$ cat src/design/sfxd_pkg.sv
// ---------------------------------------------------------------------------
// sfxd_pkg
// Shared types and constants of the status frame deframer.
// ---------------------------------------------------------------------------
package sfxd_pkg;

  localparam int unsigned POS_W = 6;
  localparam int unsigned STATUS_W = 3;

  // Byte offsets in the frame
  localparam logic [POS_W-1:0] POS_HDR0  = 6'd0;
  localparam logic [POS_W-1:0] POS_HDR1  = 6'd1;
  localparam logic [POS_W-1:0] POS_XOR_FIRST = 6'd2;
  localparam logic [POS_W-1:0] POS_XOR_LAST  = 6'd47;
  localparam logic [POS_W-1:0] POS_SUM   = 6'd48;
  localparam logic [POS_W-1:0] POS_TAIL0 = 6'd49;
  localparam logic [POS_W-1:0] POS_TAIL1 = 6'd50;
  localparam logic [POS_W-1:0] FRAME_LEN = 6'd51;

  localparam logic [POS_W-1:0] POS_ADDR  = 6'd2;
  localparam logic [POS_W-1:0] POS_SEQ_LO = 6'd3;
  localparam logic [POS_W-1:0] POS_SEQ_HI = 6'd4;
  localparam logic [POS_W-1:0] POS_IR    = 6'd6;
  localparam logic [POS_W-1:0] POS_VIS   = 6'd10;
  localparam logic [POS_W-1:0] POS_AZ    = 6'd28;
  localparam logic [POS_W-1:0] POS_EL    = 6'd32;
  localparam logic [POS_W-1:0] POS_SELF  = 6'd36;
  localparam logic [POS_W-1:0] POS_IMG   = 6'd37;
  localparam logic [POS_W-1:0] POS_LINK  = 6'd38;
  localparam logic [POS_W-1:0] POS_TTEMP = 6'd39;
  localparam logic [POS_W-1:0] POS_CTEMP = 6'd40;

  localparam logic [7:0] SYNC_A = 8'h1F;
  localparam logic [7:0] SYNC_B = 8'hF1;

  // Result status codes
  localparam logic [STATUS_W-1:0] ST_OK       = 3'd0;
  localparam logic [STATUS_W-1:0] ST_SHORT    = 3'd1;
  localparam logic [STATUS_W-1:0] ST_BAD_HDR  = 3'd2;
  localparam logic [STATUS_W-1:0] ST_BAD_TAIL = 3'd3;
  localparam logic [STATUS_W-1:0] ST_BAD_SUM  = 3'd4;

  localparam int unsigned QDEPTH = 2;
  localparam int unsigned QPTR_W = $clog2(QDEPTH);

  // Classified byte passed from front to back
  typedef struct packed {
    logic [7:0]       data;
    logic [POS_W-1:0] pos;
    logic             last;
  } item_t;

endpackage

$ cat src/design/sfxd_front.sv
// ---------------------------------------------------------------------------
// sfxd_front
// Accepts bytes and tags each with its saturating frame position.
// ---------------------------------------------------------------------------
module sfxd_front
  import sfxd_pkg::*;
(
  input  logic       clk,
  input  logic       rst,
  input  logic       data_valid,
  output logic       data_stall,
  input  logic [7:0] data_byte,
  input  logic       last_byte,
  input  logic       q_full,
  output logic       q_push,
  output item_t      q_item
);

  logic [POS_W-1:0] pos;

  assign data_stall = q_full;
  assign q_push     = data_valid && !q_full;

  assign q_item.data = data_byte;
  assign q_item.pos  = pos;
  assign q_item.last = last_byte;

  always_ff @(posedge clk) begin
    if (rst) begin
      pos <= '0;
    end else if (q_push) begin
      if (last_byte) begin
        pos <= '0;
      end else if (pos < FRAME_LEN) begin
        pos <= pos + 6'd1;
      end
    end
  end

endmodule

$ cat src/design/sfxd_queue.sv
// ---------------------------------------------------------------------------
// sfxd_queue
// Short FIFO of classified items between front and back.
// ---------------------------------------------------------------------------
module sfxd_queue
  import sfxd_pkg::*;
(
  input  logic  clk,
  input  logic  rst,
  input  logic  push,
  input  item_t push_item,
  output logic  full,
  input  logic  pop,
  output logic  head_valid,
  output item_t head_item
);

  item_t             entries [QDEPTH];
  logic [QPTR_W-1:0] wr_ptr;
  logic [QPTR_W-1:0] rd_ptr;
  logic [QPTR_W:0]   count;

  assign full       = (count == (QPTR_W+1)'(QDEPTH));
  assign head_valid = (count != '0);
  assign head_item  = entries[rd_ptr];

  always_ff @(posedge clk) begin
    if (push) begin
      entries[wr_ptr] <= push_item;
    end
  end

  always_ff @(posedge clk) begin
    if (rst) begin
      wr_ptr <= '0;
      rd_ptr <= '0;
      count  <= '0;
    end else begin
      if (push) wr_ptr <= wr_ptr + 1'b1;
      if (pop)  rd_ptr <= rd_ptr + 1'b1;
      if (push && !pop)      count <= count + 1'b1;
      else if (!push && pop) count <= count - 1'b1;
    end
  end

endmodule

$ cat src/design/sfxd_back.sv
// ---------------------------------------------------------------------------
// sfxd_back
// Checks header, tail and XOR checksum, captures fields, registers result.
// ---------------------------------------------------------------------------
module sfxd_back
  import sfxd_pkg::*;
(
  input  logic                clk,
  input  logic                rst,
  input  logic                head_valid,
  input  item_t               head_item,
  output logic                pop,
  output logic                result_valid,
  input  logic                result_stall,
  output logic [STATUS_W-1:0] frame_status,
  output logic [7:0]          device_address,
  output logic [15:0]         sequence_number,
  output logic [31:0]         infrared_focus_bits,
  output logic [31:0]         visible_focus_bits,
  output logic [31:0]         azimuth_bits,
  output logic [31:0]         elevation_bits,
  output logic [7:0]          self_check_byte,
  output logic [7:0]          image_state,
  output logic [7:0]          link_state,
  output logic signed [7:0]   tracker_temperature,
  output logic signed [7:0]   camera_temperature
);

  logic [7:0]       b;
  logic [POS_W-1:0] p;

  logic       header_fault;
  logic       tail_fault;
  logic [7:0] running_xor;
  logic [7:0] received_checksum;

  // captured fields
  logic [7:0]  cap_addr;
  logic [15:0] cap_seq;
  logic [31:0] cap_ir, cap_vis, cap_az, cap_el;
  logic [7:0]  cap_self, cap_img, cap_link, cap_ttemp, cap_ctemp;

  logic                emit;
  logic                hdr_now, tail_now;
  logic [STATUS_W-1:0] status;
  logic [POS_W-1:0]    rel_ir, rel_vis, rel_az, rel_el;

  assign b = head_item.data;
  assign p = head_item.pos;

  // a last item needs the output register free
  assign pop  = head_valid && (!head_item.last || !result_valid || !result_stall);
  assign emit = pop && head_item.last;

  assign rel_ir  = p - POS_IR;
  assign rel_vis = p - POS_VIS;
  assign rel_az  = p - POS_AZ;
  assign rel_el  = p - POS_EL;

  always_comb begin
    hdr_now  = header_fault
             || ((p == POS_HDR0) && (b != SYNC_A))
             || ((p == POS_HDR1) && (b != SYNC_B));
    tail_now = tail_fault
             || ((p == POS_TAIL0) && (b != SYNC_B))
             || ((p == POS_TAIL1) && (b != SYNC_A));
    // position after this byte is below the frame length
    if (p < POS_TAIL1)                          status = ST_SHORT;
    else if (hdr_now)                           status = ST_BAD_HDR;
    else if (tail_now)                          status = ST_BAD_TAIL;
    else if (running_xor != received_checksum)  status = ST_BAD_SUM;
    else                                        status = ST_OK;
  end

  always_ff @(posedge clk) begin
    if (rst) begin
      header_fault <= 1'b0;
      tail_fault   <= 1'b0;
      running_xor  <= '0;
    end else if (pop) begin
      if (head_item.last) begin
        header_fault <= 1'b0;
        tail_fault   <= 1'b0;
        running_xor  <= '0;
      end else begin
        header_fault <= hdr_now;
        tail_fault   <= tail_now;
        if (p >= POS_XOR_FIRST && p <= POS_XOR_LAST) running_xor <= running_xor ^ b;
      end
    end
  end

  always_ff @(posedge clk) begin
    if (pop) begin
      if (p == POS_SUM)    received_checksum <= b;
      if (p == POS_ADDR)   cap_addr <= b;
      if (p == POS_SEQ_LO) cap_seq[7:0] <= b;
      if (p == POS_SEQ_HI) cap_seq[15:8] <= b;
      if (p >= POS_IR && p < POS_IR + 6'd4)   cap_ir[{rel_ir[1:0], 3'b000} +: 8] <= b;
      if (p >= POS_VIS && p < POS_VIS + 6'd4) cap_vis[{rel_vis[1:0], 3'b000} +: 8] <= b;
      if (p >= POS_AZ && p < POS_AZ + 6'd4)   cap_az[{rel_az[1:0], 3'b000} +: 8] <= b;
      if (p >= POS_EL && p < POS_EL + 6'd4)   cap_el[{rel_el[1:0], 3'b000} +: 8] <= b;
      if (p == POS_SELF)  cap_self  <= b;
      if (p == POS_IMG)   cap_img   <= b;
      if (p == POS_LINK)  cap_link  <= b;
      if (p == POS_TTEMP) cap_ttemp <= b;
      if (p == POS_CTEMP) cap_ctemp <= b;
    end
  end

  always_ff @(posedge clk) begin
    if (rst) begin
      result_valid <= 1'b0;
    end else if (emit) begin
      result_valid <= 1'b1;
    end else if (!result_stall) begin
      result_valid <= 1'b0;
    end
  end

  // on a failed frame all fields read zero
  always_ff @(posedge clk) begin
    if (emit) begin
      frame_status <= status;
      if (status == ST_OK) begin
        device_address      <= cap_addr;
        sequence_number     <= cap_seq;
        infrared_focus_bits <= cap_ir;
        visible_focus_bits  <= cap_vis;
        azimuth_bits        <= cap_az;
        elevation_bits      <= cap_el;
        self_check_byte     <= cap_self;
        image_state         <= cap_img;
        link_state          <= cap_link;
        tracker_temperature <= cap_ttemp;
        camera_temperature  <= cap_ctemp;
      end else begin
        device_address      <= '0;
        sequence_number     <= '0;
        infrared_focus_bits <= '0;
        visible_focus_bits  <= '0;
        azimuth_bits        <= '0;
        elevation_bits      <= '0;
        self_check_byte     <= '0;
        image_state         <= '0;
        link_state          <= '0;
        tracker_temperature <= '0;
        camera_temperature  <= '0;
      end
    end
  end

endmodule

$ cat src/design/status_frame_xor_deframer_core.sv
// ---------------------------------------------------------------------------
// status_frame_xor_deframer_core
// Deframer for 51-byte status frames with XOR checksum.
// ---------------------------------------------------------------------------
// One byte is accepted per cycle while data_stall is low. Each byte is tagged with its
// frame position and passes through a two-item queue to the checker, so the
// last byte of a frame is registered in the queue before the checker writes
// its result to the output register. A stalled result holds the checker only when the
// next last byte reaches it; data_stall rises once the queue is full.
// Status codes: 0 ok, 1 short, 2 bad header, 3 bad tail, 4 checksum
// mismatch; every field but the status is zero when the status is not ok.
module status_frame_xor_deframer_core
  import sfxd_pkg::*;
(
  input  logic                clk,
  input  logic                rst,
  input  logic                data_valid,
  output logic                data_stall,
  input  logic [7:0]          data_byte,
  input  logic                last_byte,
  output logic                result_valid,
  input  logic                result_stall,
  output logic [STATUS_W-1:0] frame_status,
  output logic [7:0]          device_address,
  output logic [15:0]         sequence_number,
  output logic [31:0]         infrared_focus_bits,
  output logic [31:0]         visible_focus_bits,
  output logic [31:0]         azimuth_bits,
  output logic [31:0]         elevation_bits,
  output logic [7:0]          self_check_byte,
  output logic [7:0]          image_state,
  output logic [7:0]          link_state,
  output logic signed [7:0]   tracker_temperature,
  output logic signed [7:0]   camera_temperature
);

  logic  q_full, q_push, q_pop, q_valid;
  item_t q_in, q_head;

  sfxd_front u_front (
    .clk        (clk),
    .rst        (rst),
    .data_valid (data_valid),
    .data_stall (data_stall),
    .data_byte  (data_byte),
    .last_byte  (last_byte),
    .q_full     (q_full),
    .q_push     (q_push),
    .q_item     (q_in)
  );

  sfxd_queue u_queue (
    .clk        (clk),
    .rst        (rst),
    .push       (q_push),
    .push_item  (q_in),
    .full       (q_full),
    .pop        (q_pop),
    .head_valid (q_valid),
    .head_item  (q_head)
  );

  sfxd_back u_back (
    .clk                 (clk),
    .rst                 (rst),
    .head_valid          (q_valid),
    .head_item           (q_head),
    .pop                 (q_pop),
    .result_valid        (result_valid),
    .result_stall        (result_stall),
    .frame_status        (frame_status),
    .device_address      (device_address),
    .sequence_number     (sequence_number),
    .infrared_focus_bits (infrared_focus_bits),
    .visible_focus_bits  (visible_focus_bits),
    .azimuth_bits        (azimuth_bits),
    .elevation_bits      (elevation_bits),
    .self_check_byte     (self_check_byte),
    .image_state         (image_state),
    .link_state          (link_state),
    .tracker_temperature (tracker_temperature),
    .camera_temperature  (camera_temperature)
  );

endmodule

$ cat config.mk
export PLATFORM = sky130hd
export DESIGN_NAME = status_frame_xor_deframer_core
export DESIGN_NICKNAME = d
export VERILOG_FILES = /design/src/design/sfxd_pkg.sv /design/src/design/sfxd_front.sv /design/src/design/sfxd_queue.sv /design/src/design/sfxd_back.sv /design/src/design/status_frame_xor_deframer_core.sv
export SDC_FILE = /design/constraint.sdc
export NUM_CORES = 1
export LEC_CHECK = 0
export ABC_AREA = 0
export BUFFER_PORTS_ARGS = -buffer_cell sky130_fd_sc_hd__buf_2
export CAP_MARGIN = 10
export CORE_ASPECT_RATIO = 1.75
export CORE_MARGIN = 3
export CORE_UTILIZATION = 29
export DETAILED_ROUTE_END_ITERATION = 7
export GPL_ROUTABILITY_DRIVEN = 0
export PLACE_DENSITY = 0.44
export SYNTH_ARGS = -nofsm -noshare
export SYNTH_HDL_FRONTEND = slang
export SYNTH_SLANG_ARGS = --single-unit
$ cat constraint.sdc
create_clock -name clk -period 9.3 [get_ports clk]
set_input_delay 0.465 -clock clk [delete_from_list [all_inputs] [get_ports clk]]
set_output_delay 0.465 -clock clk [all_outputs]
set_load 0.05 [all_outputs]
Word level (Yosys, flattened, before mapping)

Memories as Yosys holds them, arrays and structs flattened. A register that Yosys moved wholly into a read port is not among the register bits.
Index checks and enable logic that the tools add are counted.

ROM bits: 0
Bits of input ports: 13
Register bits after elaboration: 416
Memories kept: 1
Output and inout bits: 197
Bits in latches: 0
Memory bits (writable): 30
Word-level logic and storage cells: 154

Bitwise logic cells: 1
$lt $le $gt $ge: 12
Shift-type cells: 8
Multipliers: 0
Mux-type cells: 22
Reductions and logical operators: 47
Add/sub/neg operators: 13
Divide/modulo/power cells: 0
Equal/unequal tests: 17

Memory list:

| name            | depth | width | read ports | clocked after Yosys merged registers in | wr ports | line             | text |
|---|---|---|---|---|---|---|---|
| u_queue.entries | 2     | 15    | 1          | 1                                       | 1        | sfxd_queue.sv:18 | `item_t entries [QDEPTH];` |

Operators with widths:

| operator                                                                             | count |
|---|---|
| 32-bit bitwise mux                                                                   | 4 |
| 8-bit by 7-bit variable shift with 32-bit output (first input constant)              | 4 |
| 8-bit by 7-bit variable part select with 32-bit output                               | 4 |
| 6-bit equality test (second input constant)                                          | 8 |
| 2-bit AND reduction                                                                  | 15 |
| 5-bit negation with 7-bit output                                                     | 4 |
| 6-bit < comparator (second input constant)                                           | 4 |
| 8-bit two-way mux                                                                    | 2 |
| 1-bit logical AND                                                                    | 14 |
| 6-bit by 2-bit equality test with 1-bit output (second input constant)               | 2 |
| 6-bit by 4-bit < comparator with 1-bit output (second input constant)                | 2 |
| 3-bit two-way mux                                                                    | 4 |
| 6-bit two-way mux                                                                    | 2 |
| 1-bit two-way mux                                                                    | 8 |
| 8-bit by 5-bit inequality test with 1-bit output (second input constant)             | 1 |
| 8-bit inequality test                                                                | 1 |
| 8-bit inequality test (second input constant)                                        | 1 |
| 2-bit nonzero test                                                                   | 4 |
| 8-bit XOR                                                                            | 1 |
| 6-bit by 1-bit adder with 6-bit output (second input constant)                       | 1 |
| 6-bit by 1-bit equality test with 1-bit output (second input constant)               | 1 |
| 6-bit by 3-bit equality test with 1-bit output (second input constant)               | 1 |
| 6-bit by 2-bit greater-or-equal comparator with 1-bit output (second input constant) | 1 |
| 6-bit by 3-bit greater-or-equal comparator with 1-bit output (second input constant) | 1 |
| 15 further kinds                                                                     | 30 |

Logic depth before layout (Yosys ltp)

Gate-level depths: netlist (run 1).

Word-level depth: 8
Depth in mapped cells: 11
Depth with buffers taken out: 7

Cells and area by module

From an unflattened synthesis (run 1), not the netlist that was laid out.

Cells, all modules: 1180
Area total of the unflattened synthesis: 18216.2 um^2

Modules (own cells, without submodules):

| module     | area each (um^2) | seq. area each (um^2) | times used | cells an instance |
|---|---|---|---|---|
| sfxd_back  | 16465.8          | 12081.6               | 1          | 1055 |
| sfxd_queue | 1292.5           | 1001.0                | 1          | 69 |
| sfxd_front | 457.9            | 120.1                 | 1          | 56 |

Least setup slack after synthesis (run 1)

OpenSTA, ideal clock, no wires.

Path kind: register to register
From: register with a tool-made name
To: register u_back.running_xor[0]
Clock period less this slack: 5.630 ns
Data required time: 9.166 ns
Arrival: 5.496 ns
Cell stages (with the launch flop): 8
Library setup time: 0.134 ns
Buffers on the path: 2
Slack: 3.670 ns
Cells stage by stage: dfxtp_1 -> buf_4 -> buf_2 -> mux2i_1 -> or2_2 -> inv_1 -> a31o_2 -> a311oi_1

RTL lines:

| what                   | line            | text |
|---|---|---|
| end signal: assignment | sfxd_back.sv:88 | `if (p >= POS_XOR_FIRST && p <= POS_XOR_LAST) running_xor <= running_xor ^ b;` |
| end: declaration       | sfxd_back.sv:34 | `logic [7:0] running_xor;` |

==> qor.txt, run 1 <==
status -> finished, final reports clean
max capacitance violation total -> 0
clock tree from TritonCTS -> yes
initial antenna violation count -> 1
routed wire length -> 42780 µm
most frequent standard cell in the layout excluding fill and tap cells -> sky130_fd_sc_hd__edfxtp_1
detailed placer's ending HPWL -> 27760 µm
top-level I/O count -> 210
via density per instance -> 4.623
ys async rst share -> 0%
transition time at the pin with the least slew margin -> 1.192 ns
top metal layer carrying routed signals -> met5
number of nets at the end of the flow -> 1218
initial standard-cell utilization of the core -> 29.50%
Clock Latency Late Sink -> 0.57 ns
CP Capture Type -> flip-flop
cell at the root of the clock tree -> sky130_fd_sc_hd__clkbuf_16
Post-synth EDFFs -> 425
post-synthesis instance area -> 16950 µm²
average footprint of a synthesized cell -> 16.85 µm²
post-place instance area -> 18690 µm²
largest net degree at the start of global routing -> 132
critical path class -> reg -> reg
H-tree depth reported by CTS -> 2
number of diodes added for antenna fixing -> 0
growth of design area from synthesis to finish -> 18.64%
post-route setup slack -> 4.905 ns
launch point of the worst hold path -> data_byte[7]
classification of the worst-slack hold path -> in -> reg
count of cells resized by post-cts repair -> 0
Hold Vio Cnt, Final -> 0
global-route wire length before repair -> 63080 µm
post-CTS setup buffer count -> 0
synthesized net count -> 1026
ys flop type -> sky130_fd_sc_hd__edfxtp_1
Routed Antenna Nets -> 0
routed length on met2 -> 23380 µm
maximum fanout count along the critical path -> 113
nature of the critical path startpoint -> flip-flop
Overall Global Routing Usage -> 13.66%
Worst Setup Slack post-DPL -> 4.891 ns
fraction of layout instances using a drive strength above 1 -> 25.10%
number of detailed-route iterations in the first pass -> 4
Routed WL per cell -> 21.41 µm
TritonCTS buffer count -> 44
number of global-route vias before repair -> 9558
Ys Warns -> 0
Cell Chain, Critical Path -> buf_4, mux2i_1, inv_1, ha_1, nand2_1, o221a_2, nor3b_4, buf_4, buf_4, and4_1
Max Slew Vio Count -> 0
cell occurring most often along the worst timing path -> sky130_fd_sc_hd__buf_4
die height -> 325.8 µm
Setup Viol. Count Final -> 0
global route overflow -> 0
detailed-route via count -> 9237
Die ar. -> 61510 µm²
port buffer count -> 209
power density normalized to cell area -> 320.6 nW/µm²
Routed met1 length -> 16510 µm
unrepaired setup endpoints after global routing -> false
Unique masters post-synth -> 50
worst vdd rail ir drop -> 0.0001696 V
ratio of final minimum period to clock period -> 47.26%
post-synthesis cell count -> 1006
clock-pin slew on the worst setup and hold paths -> 0.06 ns
number of buffers inserted by hold repair at cts -> 0
detailed-route DRC error count -> 0
final critical delay including setup and external delays -> 4.395 ns
post-synthesis sequential element count -> 447
Core ar. -> 57480 µm²
total negative slack for setup checks -> 0 ns
sequential area share after synthesis -> 77.88%
number of rows created at floorplan -> 116
Worst slew margin -> 20.54%
violation count after the first detailed-route iteration -> 508
cell type of the slowest stage on the worst timing path -> sky130_fd_sc_hd__buf_4
Die X-Extent -> 188.8 µm
leakage component of the power -> 7.114 nW
deepest clock path buffer count -> 3
design area -> 20110 µm²
post-layout utilization of the core -> 34.99%
data arrival time of the critical path -> 4.83 ns
clock tree skew after final layout -> 0.02488 ns
largest stage delay on the critical path -> 0.89 ns
data required time at the worst endpoint -> 9.73 ns
commonest non-fill, non-tap cells in the layout -> sky130_fd_sc_hd__edfxtp_1, sky130_fd_sc_hd__buf_2, sky130_fd_sc_hd__and4_1
maximum clock rate -> 0.2275 GHz
Met3 Wirelength -> 1607 µm
overall power after layout -> 6.449 mW
clk sink count -> 447
[cells in the mapped netlist (2+ instances only)]
library cell	number	share of area, %
sky130_fd_sc_hd__o21ai_0	2	0.059
sky130_fd_sc_hd__or3_1	4	0.15
sky130_fd_sc_hd__and4_1	192	9.9
sky130_fd_sc_hd__a22oi_1	2	0.089
sky130_fd_sc_hd__dfxtp_1	22	2.6
sky130_fd_sc_hd__a21oi_1	7	0.21
sky130_fd_sc_hd__o22ai_1	2	0.074
sky130_fd_sc_hd__nor2_1	106	2.3
sky130_fd_sc_hd__clkbuf_1	60	1.3
sky130_fd_sc_hd__or3b_1	2	0.10
sky130_fd_sc_hd__xnor2_1	12	0.62
sky130_fd_sc_hd__and3_1	7	0.26
sky130_fd_sc_hd__nand3b_1	4	0.18
sky130_fd_sc_hd__nand4_1	6	0.22
sky130_fd_sc_hd__buf_6	19	1.3
sky130_fd_sc_hd__and2_1	10	0.37
sky130_fd_sc_hd__mux2i_1	11	0.65
sky130_fd_sc_hd__xor2_1	5	0.26
sky130_fd_sc_hd__nor3b_1	2	0.089
sky130_fd_sc_hd__edfxtp_1	425	75
sky130_fd_sc_hd__ha_1	7	0.52
sky130_fd_sc_hd__inv_1	16	0.35
sky130_fd_sc_hd__nand3_1	9	0.27
sky130_fd_sc_hd__nand2_1	29	0.64
sky130_fd_sc_hd__nor3_1	6	0.18
sky130_fd_sc_hd__and3b_1	2	0.10
sky130_fd_sc_hd__nor2b_1	7	0.26
sky130_fd_sc_hd__a311oi_1	8	0.41
[worst paths after layout]
check | to | slack (ns) | cells past startpoint
worst max-delay path | u_back.azimuth_bits[20] | 4.90 | 10
worst min-delay path | u_queue.entries[1][14] | 0.1 | 1
worst max register to register | u_back.azimuth_bits[20] | 4.90 | 10
worst min register to register | u_queue.entries[0][6] | 0.50 | 0
[through the flow]
step / cells / hold WS [ns]
after floorplan: 1006 / 0.4391
after CTS: 1997 / 0.05763
after global routing: 1998 / 0.07298
after detailed placement: 1918 / 0.4776
after global placement: 1918 / 0.4612
final: 1998 / 0.09532
[registers in the layout (all words and copies together) (netlist names), 30 cells and up, named ones only]
register                    flops
u_back.cap_az                  32
u_queue.entries                30
u_back.azimuth_bits            32
u_back.cap_ir                  32
u_back.cap_vis                 32
u_back.cap_el                  32
u_back.infrared_focus_bits     32
u_back.visible_focus_bits      32
u_back.elevation_bits          32
[critical path: cells and delay by family, from the launching register on]
family	cells	cell delay, ns
buf+inv	4	2.14
mux	1	0.67
simple gates	3	0.59
fa+ha+maj	1	0.32
flops	1	0.31
compound gates	1	0.21
[kinds of logic (layout without fill, tap and decap cells)]
family | after synthesis | count (layout) | share of synthesized area [%]
xor+xnor | 17 | 17 | 0.8783
buf+inv | 98 | 323 | 3.041
simple gates | 390 | 390 | 15.31
mux | 13 | 13 | 0.7971
fa+ha+maj | 7 | 7 | 0.5166
compound gates | 34 | 34 | 1.572
flops | 447 | 447 | 77.88
[layer usage]
metal / GRT usage, % / up-vias
met4: 4.618 / 2
li1: - / 4332
met2: 26.10 / 222
met5: 0 / -
met3: 2.153 / 61
met1: 15.26 / 4620
[layout make-up]
class	instances	area, µm²
multi-input combinational	461	3283
clock inverter	25	239.0
timing repair buffer	228	1201
inverter	16	67.56
clock buffer	54	1160
fill	5624	37360
sequential	447	13200
tap	767	959.7
[power by group]
part | switching (mW) | internal [mW] | total [mW]
logic | 1.61 | 0.311 | 1.92
registers | 0.128 | 2.66 | 2.79
clock network | 0.765 | 0.981 | 1.75
No activity file was read; power rests on OpenSTA's default activity.
==> run 2: changes to the inputs <==
- clock period: 9.3 -> 4.35 ns (I/O delays scaled with it)
==> run 2 against run 1 <==
Compared with the run above: combinational power rose by 120%; total power increased by 120%; critical path type unchanged; core utilization rose by 0.35 points; setup slack got worse by 3.8 ns; clock skew grew 0.0036 ns; clock-buffer cell count unchanged; first-iteration DRC count is 2.6% lower; register-to-register slack got worse by 3.8 ns; clock power is 110% higher; via count increased by 1.6%; sequential share of layout area is 0.65 points lower.
==> qor.txt, run 2 (synthesis gave the netlist of run 1 again) <==
number of nets at the end of the flow -> 1235 (+1.4%)
TritonCTS buffer count -> 45 (+2.3%)
Setup Viol. Count Final -> 0 (unchanged)
routed wire length -> 43880 µm (+2.6%)
post-place instance area -> 18830 µm² (+0.75%)
power density normalized to cell area -> 684.4 nW/µm² (+110%)
port buffer count -> 209 (unchanged)
data arrival time of the critical path -> 3.68 ns (-1.15 ns)
worst path buffer plus inverter count -> 2 (-2)
post-route setup slack -> 1.094 ns (-3.810 ns)
Routed WL per cell -> 21.77 µm (+1.6%)
post-layout utilization of the core -> 35.35% (+0.35 points)
via density per instance -> 4.654 (+0.66%)
final critical delay including setup and external delays -> 3.256 ns (-1.140 ns)
global-route wire length before repair -> 64360 µm (+2.0%)
detailed-route DRC error count -> 0 (unchanged)
initial standard-cell utilization of the core -> 29.50% (unchanged)
delay-heaviest family, CP -> simple AND/OR/NAND/NOR gates
max capacitance violation total -> 0 (unchanged)
Cell Chain, Critical Path -> mux2i_2, inv_1, nand3_1, o221a_2, nor3b_4, buf_12, and4_1
routing usage on met1 -> 15.71% (+0.46 points)
number of detailed-route iterations in the first pass -> 4 (unchanged)
worst reg-to-reg path cell count -> 7 (-3)
clock tree skew after final layout -> 0.02848 ns (+0.003607 ns)
deepest clock path buffer count -> 3 (unchanged)
cell type of the slowest stage on the worst timing path -> sky130_fd_sc_hd__dfxtp_2
worst min-delay path endpoint -> u_queue.rd_ptr
most frequent standard cell in the layout excluding fill and tap cells -> sky130_fd_sc_hd__edfxtp_1
area occupied by registers -> 13210 µm² (about the same)
launch point of the worst hold path -> rst
status -> finished, final reports clean
critical path class -> reg -> reg
fraction of layout instances using a drive strength above 1 -> 25.94% (+0.84 points)
post-CTS setup buffer count -> 0 (unchanged)
clock tree from TritonCTS -> yes
design area -> 20320 µm² (+1.0%)
die height -> 325.8 µm (unchanged)
number of global-route vias before repair -> 9651 (+0.97%)
initial antenna violation count -> 0 (-1)
worst vdd rail ir drop -> 0.0003928 V (+130%)
fillers -> 5596 (-0.50%)
footprint of the multi-input gates -> 3289 µm² (+0.19%)
endpoint of the most critical register-to-register path -> u_back.azimuth_bits[30]
met3 usage in global routing -> 2.175% (+0.022 points)
global route overflow -> 0 (unchanged)
Overall Global Routing Usage -> 13.94% (+0.28 points)
Core ar. -> 57480 µm² (unchanged)
number of rows created at floorplan -> 116 (unchanged)
detailed-route via count -> 9382 (+1.6%)
top-level I/O count -> 210 (unchanged)
Routed Antenna Nets -> 0 (unchanged)
Die ar. -> 61510 µm² (unchanged)
GRT Max-Usage Layer -> met2
Hold Vio Cnt, Final -> 0 (unchanged)
leakage component of the power -> 7.214 nW (+1.4%)
nature of the critical path startpoint -> flip-flop
data required time at the worst endpoint -> 4.77 ns (-4.96 ns)
Worst Setup Slack post-DPL -> 1.147 ns (-3.744 ns)
total negative slack for setup checks -> 0 ns (unchanged)
maximum clock rate -> 0.3072 GHz (+35%)
logic depth of the worst path, buffers included -> 7 (-3)
number of diodes added for antenna fixing -> 0 (unchanged)
ratio of final minimum period to clock period -> 74.84% (+28 points)
growth of design area from synthesis to finish -> 19.85%
met2 usage in global routing -> 26.49% (+0.39 points)
Max Slew Vio Count -> 0 (unchanged)
Clock Latency Late Sink -> 0.57 ns (about the same)
violation count after the first detailed-route iteration -> 495 (-2.6%)
largest net degree at the start of global routing -> 169 (+28%)
worst setup slack for register-to-register paths -> 1.09 ns (-3.81 ns)
H-tree depth reported by CTS -> 2 (unchanged)
Worst slew margin -> 30.12% (+9.6 points)
detailed placer's ending HPWL -> 28010 µm (+0.88%)
classification of the worst-slack hold path -> in -> reg
Die X-Extent -> 188.8 µm (unchanged)
clock-pin slew on the worst setup and hold paths -> 0.06 ns (about the same)
clk sink count -> 447 (unchanged)
unrepaired setup endpoints after global routing -> false
cell at the root of the clock tree -> sky130_fd_sc_hd__clkbuf_16
commonest non-fill, non-tap cells in the layout -> sky130_fd_sc_hd__edfxtp_1, sky130_fd_sc_hd__buf_2, sky130_fd_sc_hd__and4_1
CP Capture Type -> flip-flop
largest stage delay on the critical path -> 0.81 ns (-0.08 ns)
maximum fanout count along the critical path -> 93 (-18%)
overall power after layout -> 13.91 mW (+120%)
transition time at the pin with the least slew margin -> 1.044 ns (-0.1475 ns)
hold path depth -> 2 (+1)
==> run 2: timing repair <==
| item | in CTS | in global routing |
|---|---|---|
| hold buffers | 9 | 0 |
| gates resized for setup | 0 | 0 |
| endpoints found under the hold margin | 18 | 0 |
==> run 2: worst max path at each step <==
| stage | startpoint | to | slack [ns] |
|---|---|---|---|
| after floorplan | flip-flop | u_back.running_xor[0] | -0.21 |
| after global placement | flip-flop | u_back.elevation_bits[22] | 1.24 |
| after detailed placement | flip-flop | u_back.azimuth_bits[30] | 1.15 |
| after CTS | flip-flop | u_back.visible_focus_bits[29] | 1.09 |
| after global routing | flip-flop | u_back.device_address[1] | 0.85 |
| final | flip-flop | u_back.azimuth_bits[30] | 1.09 |
==> run 2: worst register-to-register path: cells and delay by family, from the launching register on <==
| kind | cells | cell delay, ns |
|---|---|---|
| multiplexers | 1 | 0.58 |
| buffers and inverters | 2 | 0.59 |
| AND/OR/NAND/NOR | 3 | 0.92 |
| flip-flops | 1 | 0.81 |
| AO/OA/AOI/OAI | 1 | 0.23 |
==> run 2: area by class of cell <==
cell class                      instances  area share (%)
Inverter                               16          0.3141
Sequential cell                       447           65.00
Clock inverter                         27           1.096
Clock buffer                           54           5.758
Tap cell                              767           4.723
Multi-Input combinational cell        461           16.19
Timing Repair Buffer                  244           6.922
==> run 2: power by group <==
part,leakage [nW],internal (mW),switching [mW],total (mW)
clock,0.679,2.06,1.67,3.73
sequential,4.16,5.68,0.313,5.99
combinational,2.37,0.737,3.44,4.18
==> run 2: metal layers <==
metal / part of all wire, % / up-vias / wire [µm]
met2: 55 / 230 / 24010
met5: 0 / - / 0
met4: 2.8 / 0 / 1237
li1: - / 4371 / -
met3: 3.8 / 66 / 1669
met1: 39 / 4715 / 16960
==> run 2: metrics by stage <==
step / hold WS [ns] / cells
detailed placement: 0.4159 / 1926
global route: 0.04126 / 2016
finish: 0.04142 / 2016
floorplan: 0.3164 / 1006
global placement: 0.4119 / 1926
CTS: 0.01181 / 2016
